===== src/design/julian_day_number_converter_top_defines.svh =====
// assertion macros for the julian day number converter
`ifndef JULIAN_DAY_NUMBER_CONVERTER_TOP_DEFINES_SVH
`define JULIAN_DAY_NUMBER_CONVERTER_TOP_DEFINES_SVH

// same-cycle implication, sampled on clock, off during reset
`define JDNC_ASSERT_IMP(lbl, ante, cons, msg) \
   lbl: assert property (@(posedge clock) disable iff (reset) (ante) |-> (cons)) \
      else $error(msg);

// next-cycle implication, sampled on clock, off during reset
`define JDNC_ASSERT_NXT(lbl, ante, cons, msg) \
   lbl: assert property (@(posedge clock) disable iff (reset) (ante) |=> (cons)) \
      else $error(msg);

`endif


===== src/design/jdnc_pkg.sv =====
// constants and lookup tables for the julian day number converter
package jdnc_pkg;

   localparam int NumStages = 9;

   localparam logic [22:0] GregLastJul = 23'd2299160;
   localparam int GregFirstJdn = 2299161;
   localparam int GregOffset   = 32045;
   localparam int JulOffset    = 32083;
   localparam int GregShift    = 32044;
   localparam int JulShift     = 32082;
   localparam int YearBias     = 4800;
   localparam int DaysPer400   = 146097;
   localparam int DaysPer4     = 1461;

   // floor(q / 25) through a biased reciprocal, bias keeps the dividend positive
   localparam int Q100Bias     = 128;
   localparam int Q400Bias     = 32;
   localparam logic [12:0] Recip25 = 13'd5243;
   localparam int Recip25Shift = 17;

   // reciprocals, shifts 44, 34 and 18
   localparam logic [26:0] Recip146097 = 27'd120414424;
   localparam logic [23:0] Recip1461   = 24'd11758980;
   localparam logic [10:0] Recip153    = 11'd1714;

   // floor((153 * k + 2) / 5), days from 1 march to the start of month k
   function automatic logic [8:0] mar_offset(input logic [3:0] k);
      logic [8:0] r;
      unique case (k)
         4'd0:  r = 9'd0;
         4'd1:  r = 9'd31;
         4'd2:  r = 9'd61;
         4'd3:  r = 9'd92;
         4'd4:  r = 9'd122;
         4'd5:  r = 9'd153;
         4'd6:  r = 9'd184;
         4'd7:  r = 9'd214;
         4'd8:  r = 9'd245;
         4'd9:  r = 9'd275;
         4'd10: r = 9'd306;
         4'd11: r = 9'd337;
         4'd12: r = 9'd367;
         4'd13: r = 9'd398;
         4'd14: r = 9'd428;
         default: r = 9'd459;
      endcase
      return r;
   endfunction

   // month counted from march, also for month codes outside 1 to 12
   function automatic logic [3:0] month_to_mar(input logic [3:0] m);
      logic [3:0] r;
      priority if (m <= 4'd2) r = m + 4'd9;
      else if (m == 4'd15) r = 4'd0;
      else r = m - 4'd3;
      return r;
   endfunction

   // 4800 minus one for jan and feb (and month code 0), plus one for month code 15
   function automatic logic [12:0] year_bias(input logic [3:0] m);
      logic [12:0] r;
      priority if (m <= 4'd2) r = 13'(YearBias - 1);
      else if (m == 4'd15) r = 13'(YearBias + 1);
      else r = 13'(YearBias);
      return r;
   endfunction

endpackage


===== src/design/julian_day_number_converter_top.sv =====
// an accepted item moves through the register stages s1 to s9 to the result
// throughput: one item per cycle while the result is taken, set by the fully pipelined multipliers of both paths
// (products registered at stages 2, 3, 5, 6 and 8)
// a stalled result holds only the stages behind it that are full; bubbles collapse
// reset clears the stage valid bits only, data registers are not reset
`include "julian_day_number_converter_top_defines.svh"
module julian_day_number_converter_top (
   input  logic               clock,
   input  logic               reset,
   input  logic               req_valid,
   output logic               req_ready,
   input  logic               req_func,
   input  logic [4:0]         req_day_in,
   input  logic [3:0]         req_month_in,
   input  logic signed [14:0] req_year_in,
   input  logic [22:0]        req_day_number_in,
   output logic               rsp_valid,
   input  logic               rsp_ready,
   output logic [22:0]        rsp_day_number_out,
   output logic [4:0]         rsp_day_out,
   output logic [3:0]         rsp_month_out,
   output logic signed [14:0] rsp_year_out
);
   import jdnc_pkg::*;

   logic [NumStages:1] valid_ff;
   logic [NumStages:1] valid_in;
   logic [NumStages:1] adv;

   // stage 1
   logic              s1_func_in, s1_func_ff;
   logic [4:0]        s1_d_in, s1_d_ff;
   logic [8:0]        s1_moff_in, s1_moff_ff;
   logic signed [15:0] s1_y_in, s1_y_ff;
   logic              s1_greg_in, s1_greg_ff;
   logic [23:0]       s1_a_in, s1_a_ff;
   // stage 2
   logic              s2_func_ff;
   logic [4:0]        s2_d_ff;
   logic [8:0]        s2_moff_ff;
   logic signed [25:0] s2_p365_in, s2_p365_ff;
   logic signed [13:0] s2_q4_in, s2_q4_ff;
   logic [13:0]       q4_biased;
   logic [11:0]       q16_biased;
   logic [26:0]       s2_pr100_in, s2_pr100_ff;
   logic [24:0]       s2_pr400_in, s2_pr400_ff;
   logic [52:0]       s2_bprod_in, s2_bprod_ff;
   logic              s2_greg_ff;
   logic [23:0]       s2_a_ff;
   // stage 3
   logic              s3_func_ff;
   logic signed [25:0] s3_base_in, s3_base_ff;
   logic signed [16:0] s3_corr_in, s3_corr_ff;
   logic [7:0]        cent;
   logic [25:0]       s3_bm_in, s3_bm_ff;
   logic [14:0]       s3_b100_in, s3_b100_ff;
   logic              s3_greg_ff;
   logic [23:0]       s3_a_ff;
   // stage 4
   logic              s4_func_ff;
   logic signed [25:0] jdn_greg, jdn_jul;
   logic [22:0]       s4_jdate_in, s4_jdate_ff;
   logic [21:0]       s4_c_in, s4_c_ff;
   logic [14:0]       s4_b100_ff;
   // stage 5
   logic              s5_func_ff;
   logic [22:0]       s5_jdate_ff;
   logic [47:0]       s5_dprod_in, s5_dprod_ff;
   logic [21:0]       s5_c_ff;
   logic [14:0]       s5_b100_ff;
   // stage 6
   logic              s6_func_ff;
   logic [22:0]       s6_jdate_ff;
   logic [12:0]       s6_dd_in, s6_dd_ff;
   logic [23:0]       s6_dm_in, s6_dm_ff;
   logic [21:0]       s6_c_ff;
   logic [14:0]       s6_b100_ff;
   // stage 7
   logic              s7_func_ff;
   logic [22:0]       s7_jdate_ff;
   logic [8:0]        s7_e_in, s7_e_ff;
   logic signed [15:0] s7_yb_in, s7_yb_ff;
   // stage 8
   logic              s8_func_ff;
   logic [22:0]       s8_jdate_ff;
   logic [8:0]        s8_e_ff;
   logic signed [15:0] s8_yb_ff;
   logic [10:0]       kx;
   logic [21:0]       s8_kprod_in, s8_kprod_ff;
   // stage 9, result registers
   logic [3:0]        kmon;
   logic              k_wrap;
   logic [22:0]       s9_jdn_in, s9_jdn_ff;
   logic [4:0]        s9_day_in, s9_day_ff;
   logic [3:0]        s9_mon_in, s9_mon_ff;
   logic [14:0]       s9_year_in, s9_year_ff;

   // a stage takes new contents when it is empty or the one after it moves
   always_comb begin
      adv[NumStages] = !valid_ff[NumStages] || rsp_ready;
      for (int i = NumStages - 1; i >= 1; i--) begin
         adv[i] = !valid_ff[i] || adv[i + 1];
      end
      valid_in[1] = adv[1] ? req_valid : valid_ff[1];
      for (int i = 2; i <= NumStages; i++) begin
         valid_in[i] = adv[i] ? valid_ff[i - 1] : valid_ff[i];
      end
   end

   always_ff @(posedge clock) begin
      if (reset) begin
         valid_ff <= '0;
      end else begin
         valid_ff <= valid_in;
      end
   end

   assign req_ready = adv[1];
   assign rsp_valid = valid_ff[NumStages];

   // stage 1: month table, shifted year, calendar choice
   always_comb begin
      s1_func_in = req_func;
      s1_d_in    = req_day_in;
      s1_moff_in = mar_offset(month_to_mar(req_month_in));
      s1_y_in    = $signed({req_year_in[14], req_year_in})
                 + $signed({3'b000, year_bias(req_month_in)});
      s1_greg_in = req_day_number_in > GregLastJul;
      s1_a_in    = {1'b0, req_day_number_in} + 24'(GregShift);
   end

   // stage 2: multiplies
   always_comb begin
      s2_p365_in  = 26'(s1_y_ff) * 26'sd365;
      s2_q4_in    = 14'(s1_y_ff >>> 2);
      q4_biased   = s2_q4_in + 14'(Q100Bias * 25);
      q16_biased  = 12'(s1_y_ff >>> 4) + 12'(Q400Bias * 25);
      s2_pr100_in = 27'(q4_biased) * 27'(Recip25);
      s2_pr400_in = 25'(q16_biased) * 25'(Recip25);
      s2_bprod_in = 53'({s1_a_ff, 2'b11}) * 53'(Recip146097);
   end

   // stage 3: day sum and century correction, centuries of the gregorian path
   always_comb begin
      s3_base_in = s2_p365_ff + 26'(s2_q4_ff) + $signed({21'b0, s2_d_ff})
                 + $signed({17'b0, s2_moff_ff});
      s3_corr_in = $signed({10'b0, s2_pr400_ff[Recip25Shift + 6:Recip25Shift]})
                 - $signed({8'b0, s2_pr100_ff[Recip25Shift + 8:Recip25Shift]})
                 - 17'(GregOffset + Q400Bias - Q100Bias);
      cent       = s2_greg_ff ? s2_bprod_ff[51:44] : 8'd0;
      s3_bm_in   = 26'(cent) * 26'(DaysPer400);
      s3_b100_in = 15'(cent) * 15'd100;
   end

   // stage 4: calendar pick for the day number, day within the century
   always_comb begin
      jdn_greg    = s3_base_ff + 26'(s3_corr_ff);
      jdn_jul     = s3_base_ff - 26'(JulOffset);
      s4_jdate_in = (jdn_greg < 26'(GregFirstJdn)) ? jdn_jul[22:0] : jdn_greg[22:0];
      s4_c_in     = s3_greg_ff ? 22'(s3_a_ff - s3_bm_ff[25:2])
                               : 22'(s3_a_ff + 24'(JulShift - GregShift));
   end

   // stage 5: year count from the day within the century
   assign s5_dprod_in = 48'({s4_c_ff, 2'b11}) * 48'(Recip1461);

   // stage 6
   always_comb begin
      s6_dd_in = s5_dprod_ff[46:34];
      s6_dm_in = 24'(s6_dd_in) * 24'(DaysPer4);
   end

   // stage 7: day of the march-based year, year before the month carry
   always_comb begin
      s7_e_in  = 9'(s6_c_ff - s6_dm_ff[23:2]);
      s7_yb_in = $signed({1'b0, s6_b100_ff}) + $signed({3'b000, s6_dd_ff})
               - 16'(YearBias);
   end

   // stage 8: month from march
   always_comb begin
      kx          = {s7_e_ff, 2'b00} + 11'(s7_e_ff) + 11'd2;
      s8_kprod_in = 22'(kx) * 22'(Recip153);
   end

   // stage 9: final fields, the unused direction is zero
   always_comb begin
      kmon   = s8_kprod_ff[21:18];
      k_wrap = kmon >= 4'd10;
      if (s8_func_ff) begin
         s9_jdn_in  = '0;
         s9_day_in  = 5'(s8_e_ff - mar_offset(kmon) + 9'd1);
         s9_mon_in  = k_wrap ? kmon - 4'd9 : kmon + 4'd3;
         s9_year_in = s8_yb_ff[14:0] + {14'b0, k_wrap};
      end else begin
         s9_jdn_in  = s8_jdate_ff;
         s9_day_in  = '0;
         s9_mon_in  = '0;
         s9_year_in = '0;
      end
   end

   always_ff @(posedge clock) begin
      if (adv[1]) begin
         s1_func_ff <= s1_func_in;
         s1_d_ff    <= s1_d_in;
         s1_moff_ff <= s1_moff_in;
         s1_y_ff    <= s1_y_in;
         s1_greg_ff <= s1_greg_in;
         s1_a_ff    <= s1_a_in;
      end
      if (adv[2]) begin
         s2_func_ff  <= s1_func_ff;
         s2_d_ff     <= s1_d_ff;
         s2_moff_ff  <= s1_moff_ff;
         s2_p365_ff  <= s2_p365_in;
         s2_q4_ff    <= s2_q4_in;
         s2_pr100_ff <= s2_pr100_in;
         s2_pr400_ff <= s2_pr400_in;
         s2_bprod_ff <= s2_bprod_in;
         s2_greg_ff  <= s1_greg_ff;
         s2_a_ff     <= s1_a_ff;
      end
      if (adv[3]) begin
         s3_func_ff <= s2_func_ff;
         s3_base_ff <= s3_base_in;
         s3_corr_ff <= s3_corr_in;
         s3_bm_ff   <= s3_bm_in;
         s3_b100_ff <= s3_b100_in;
         s3_greg_ff <= s2_greg_ff;
         s3_a_ff    <= s2_a_ff;
      end
      if (adv[4]) begin
         s4_func_ff  <= s3_func_ff;
         s4_jdate_ff <= s4_jdate_in;
         s4_c_ff     <= s4_c_in;
         s4_b100_ff  <= s3_b100_ff;
      end
      if (adv[5]) begin
         s5_func_ff  <= s4_func_ff;
         s5_jdate_ff <= s4_jdate_ff;
         s5_dprod_ff <= s5_dprod_in;
         s5_c_ff     <= s4_c_ff;
         s5_b100_ff  <= s4_b100_ff;
      end
      if (adv[6]) begin
         s6_func_ff  <= s5_func_ff;
         s6_jdate_ff <= s5_jdate_ff;
         s6_dd_ff    <= s6_dd_in;
         s6_dm_ff    <= s6_dm_in;
         s6_c_ff     <= s5_c_ff;
         s6_b100_ff  <= s5_b100_ff;
      end
      if (adv[7]) begin
         s7_func_ff  <= s6_func_ff;
         s7_jdate_ff <= s6_jdate_ff;
         s7_e_ff     <= s7_e_in;
         s7_yb_ff    <= s7_yb_in;
      end
      if (adv[8]) begin
         s8_func_ff  <= s7_func_ff;
         s8_jdate_ff <= s7_jdate_ff;
         s8_e_ff     <= s7_e_ff;
         s8_yb_ff    <= s7_yb_ff;
         s8_kprod_ff <= s8_kprod_in;
      end
      if (adv[9]) begin
         s9_jdn_ff  <= s9_jdn_in;
         s9_day_ff  <= s9_day_in;
         s9_mon_ff  <= s9_mon_in;
         s9_year_ff <= s9_year_in;
      end
   end

   assign rsp_day_number_out = s9_jdn_ff;
   assign rsp_day_out        = s9_day_ff;
   assign rsp_month_out      = s9_mon_ff;
   assign rsp_year_out       = $signed(s9_year_ff);

   `JDNC_ASSERT_NXT(a_accept_fills_stage, req_valid && req_ready, valid_ff[1],
      "accepted item lost at entry")
   `JDNC_ASSERT_IMP(a_day_in_year, valid_ff[8], s8_e_ff <= 9'd365,
      "day of year out of range")
   `JDNC_ASSERT_IMP(a_month_index, valid_ff[8], s8_kprod_ff[21:18] <= 4'd11,
      "month index out of range")
   `JDNC_ASSERT_IMP(a_month_out, rsp_valid, rsp_month_out <= 4'd12,
      "result month out of range")
   `JDNC_ASSERT_IMP(a_one_direction, rsp_valid,
      (rsp_day_number_out == '0) ||
      ((rsp_day_out == '0) && (rsp_month_out == '0) && (rsp_year_out == '0)),
      "both directions drive result fields")

endmodule

===== config.mk =====
export PLATFORM = sky130hd
export DESIGN_NAME = julian_day_number_converter_top
export DESIGN_NICKNAME = d
export VERILOG_FILES = /design/src/design/jdnc_pkg.sv /design/src/design/julian_day_number_converter_top.sv
export VERILOG_INCLUDE_DIRS = /design/src /design/src/design
export SDC_FILE = /design/constraint.sdc
export NUM_CORES = 2
export LEC_CHECK = 0
export ABC_CLOCK_PERIOD_IN_PS = 8000
export BUFFER_PORTS_ARGS = -buffer_cell sky130_fd_sc_hd__clkbuf_2
export CORE_ASPECT_RATIO = 1.1
export CORE_MARGIN = 1.5
export CORE_UTILIZATION = 50
export DETAILED_ROUTE_END_ITERATION = 10
export GPL_TIMING_DRIVEN = 1
export PLACE_DENSITY = 0.73
export SLEW_MARGIN = 30
export SYNTH_ARGS = -nofsm -noshare
export SYNTH_HDL_FRONTEND = slang
export SYNTH_SLANG_ARGS = --single-unit

===== constraint.sdc =====
create_clock -name clock -period 8 [get_ports clock]
set_clock_uncertainty 0.1 [all_clocks]
set_input_delay 1.2 -clock clock [delete_from_list [all_inputs] [get_ports clock]]
set_output_delay 1.2 -clock clock [all_outputs]
set_load 0.05 [all_outputs]

==> impl_metrics.py <==
metrics = {
    "floorplan": {
        "die_w_um": 326.1,
        "core_area_um2": 114000,
        "die_area_um2": 116900,
        "rows": 130,
        "io_pins": 101,
        "die_y_um": 358.4,
        "start_util_pct": 50.36,
    },
    "timing": {
        "worst_pin_slew_ns": 0.9507,
        "max_freq_mhz": 133.7,
        "min_period_ns": 7.477,
        "setup_violations": 0,
        "finalHoldViolCount": 0,
        "rsz0062_at_grt": "false",
        "post-route-period-util_pct": 93.47,
        "maxSlewViolCount": 0,
        "setup_tns_ns": 0,
        "relSlewSlack_pct": 36.17,
    },
    "synthesis": {
        "synth_cell_types": 78,
        "ys_seq_area_share_pct": 30.98,
        "synth-seq-cells": 597,
        "synth_area_um2": 57420,
        "synth_edf_count": 583,
        "async_reset_ff_share_pct": 0,
        "ys.flop_type": "edfxtp_1",
        "syn-num-nets": 6655,
        "synth.avg_cell_area_um2": 11.61,
        "synth_warnings": 0,
        "synthCells": 4947,
    },
    "worst_setup_path": {
        "arrival_ns": 7.72,
        "r2r-start": "s1_a_ff[5]",
        "critPathRequiredTime_ns": 8.24,
        "crit_path_max_incr_delay_ns": 0.54,
        "reg2reg_depth": 23,
        "end_kind": "flop",
        "rrSetupSlack_ns": 0.52,
        "crit_chain": "inv_1 -> fa_1 -> inv_1 -> fa_1 -> inv_1 -> fa_1 -> fa_1 -> fa_1 -> fa_1 -> fa_1 -> inv_1 -> ha_1 -> a21o_1 -> a21o_1 -> a21oi_1 -> nor2_1 -> a211oi_1 -> o31ai_1 -> nand4_1 -> a31oi_1 -> and4_1 -> a2111oi_0 -> xnor2_1",
        "critPathMaxFanout": 6,
        "crit_slowest_cell": "fa_1",
        "r2r_end": "s2_bprod_ff[51]",
        "crit_path_frequent_cell": "fa_1",
        "critical_path_class": "reg -> reg",
        "start_kind": "flop",
    },
    "clock_tree": {
        "clk_latency_ns": 0.62,
        "cts_tree": "done",
        "clk_path_buf_depth": 3,
        "cts_htree_levels": 3,
        "post_cts_buffers": 0,
        "path_clk_slew_ns": 0.07,
        "clkSinkCount": 597,
        "root_buffer": "clkbuf_16",
        "numCtsBuffers": 69,
    },
    "global_route": {
        "grt.total_usage_pct": 20.68,
        "grt_max_degree": 80,
        "antenna_found_initial": 2,
        "grt_pass1_wl_um": 191000,
        "first_global_vias": 37140,
        "grt-ovfl-total": 0,
    },
    "route": {
        "drt_iter0_drc": 1576,
        "routedWlPerCell_um": 17.29,
        "ant_nets": 0,
        "wirelength_um": 115900,
        "vias": 34560,
        "drc": 0,
        "dr.pass1.iters": 7,
        "vias_per_cell": 5.157,
    },
    "placement": {
        "place_congestion": 0.9438,
        "post-dp-hpwl_um": 97230,
        "port-buffer-count": 100,
    },
    "run": {
        "maxCapViolations": 0,
    },
    "min_path": {
        "min_path_cells": 0,
        "holdPathEnd": "s7_jdate_ff[10]",
        "hold_start": "s6_jdate_ff[10]",
        "min_path_type": "reg -> reg",
    },
    "finish": {
        "nets": 6838,
        "area_growth_pct": 8.582,
        "antenna_cells": 0,
        "drive_above_1_share_pct": 5.324,
    },
    "status": {
        "status": "finished, final reports clean",
    },
}
-- timing repair --
action	CTS	global route
hold endpoints to repair	0	0
hold buffers	0	0
endpoints found under the setup margin	0	5
gates resized for setup	0	4
-- critical path, delay by kind of cell, from the launching register on --
family / cells / cell delay, ns
and+or+nand+nor: 3 / 0.44
AOI/OAI and AO/OA: 7 / 1.65
adders and majority gates: 8 / 4.01
buffers and inverters: 4 / 0.34
xor gates and xnor gates: 1 / 0.12
DFF: 1 / 0.53
-- area by class of cell --
type,instances,area (um^2)
Inverter,1221,4588
Tap cell,1518,1899
Fill cell,9495,51680
Clock buffer,78,1803
Multi-Input combinational cell,3104,34990
Clock inverter,47,491.7
Sequential cell,597,17790
Timing Repair Buffer,137,782.0
-- cells by family (layout without fill, tap and decap cells) --
kind of cell	after synthesis	in the layout	synth area share, %
buf+inv	1246	1483	8.150
flops	597	597	30.98
mux	16	16	0.2942
xor+xnor	295	295	4.500
other cells	1	1	0.006531
fa+ha+maj	1656	1656	44.89
simple gates	605	605	5.145
compound gates	531	531	6.039
-- cell usage after synthesis, drive strengths merged (6+ instances only) --
cell / n / area share [%]
a21oi: 147 / 1.3
a21boi: 21 / 0.27
o21bai: 28 / 0.37
a211o: 6 / 0.092
xnor2: 219 / 3.3
inv: 1221 / 8.0
nand3: 48 / 0.42
or2: 7 / 0.076
o22ai: 7 / 0.076
clkbuf: 23 / 0.15
a31oi: 16 / 0.20
nor2: 171 / 1.1
o41ai: 7 / 0.11
a21o: 56 / 0.73
nor4: 8 / 0.087
nand4: 15 / 0.16
o21ai: 114 / 0.99
a2111oi: 6 / 0.092
fa: 673 / 23
ha: 983 / 21
or3: 28 / 0.31
o31a: 9 / 0.14
o31ai: 12 / 0.16
xor2: 76 / 1.2
and3: 23 / 0.25
dfxtp: 14 / 0.49
nand2b: 28 / 0.31
o21a: 38 / 0.50
and2: 25 / 0.27
nand2: 120 / 0.78
nor3: 60 / 0.52
mux2i: 12 / 0.21
a211oi: 12 / 0.17
nor2b: 56 / 0.61
edfxtp: 583 / 30
-- stage by stage --
stage | cell area [um^2] | utilization [%] | hold WS (ns) | setup slack [ns] | std cells
floorplan | 57420 | - | 0.3003 | 0.8784 | 4947
global placement | 60030 | 52.65 | 0.3005 | 0.5891 | 6577
detailed placement | 60040 | 52.65 | 0.3045 | 0.4044 | 6577
CTS | 62330 | 54.67 | 0.3093 | 0.3960 | 6702
global route | 62340 | 54.68 | 0.3131 | 0.02059 | 6702
finish | 62340 | 54.68 | 0.3091 | 0.5227 | 6702
-- state kept, by name, indices dropped and copies added, names as in the netlist, 24 cells and up, named ones only --
register,cells
s3_base_ff,26
s1_a_ff,24
s2_p365_ff,26
s3_bm_ff,24
-- how the worst max path moves through the flow --
stage,from,end
after floorplan,rsp_ready,req_ready
after global placement,s7_e_ff[0],flop
after detailed placement,s7_e_ff[0],flop
after CTS,s7_e_ff[0],flop
after global routing,s7_e_ff[0],flop
final,s1_a_ff[5],s2_bprod_ff[51]
-- metal layers --
metal	vias to the layer above	part of all wire (%)	GRT usage [%]
met5	-	0.011	0
met4	2	2.9	6.474
met3	205	4.3	2.698
met2	671	50	37.27
met1	17080	42	25.77
li1	16610	-	-
-- placed cells by master (no fill, tap or decap), types with 36 or more instances in the layout --
cell,netlist,layout
buf_4,0,36
a21oi_1,147,147
nor2b_1,56,56
xor2_1,76,76
a21o_1,56,56
edfxtp_1,583,583
nor3_1,60,60
ha_1,983,983
o21a_1,38,38
clkbuf_16,0,71
xnor2_1,219,219
nand2_1,120,117
fa_1,673,673
o21ai_0,102,102
nand3_1,48,46
inv_1,1221,1217
nor2_1,171,171
clkbuf_2,0,100
Power is not shown: default switching activity piles up to over one toggle a cycle in this logic, so the estimate is an artifact.
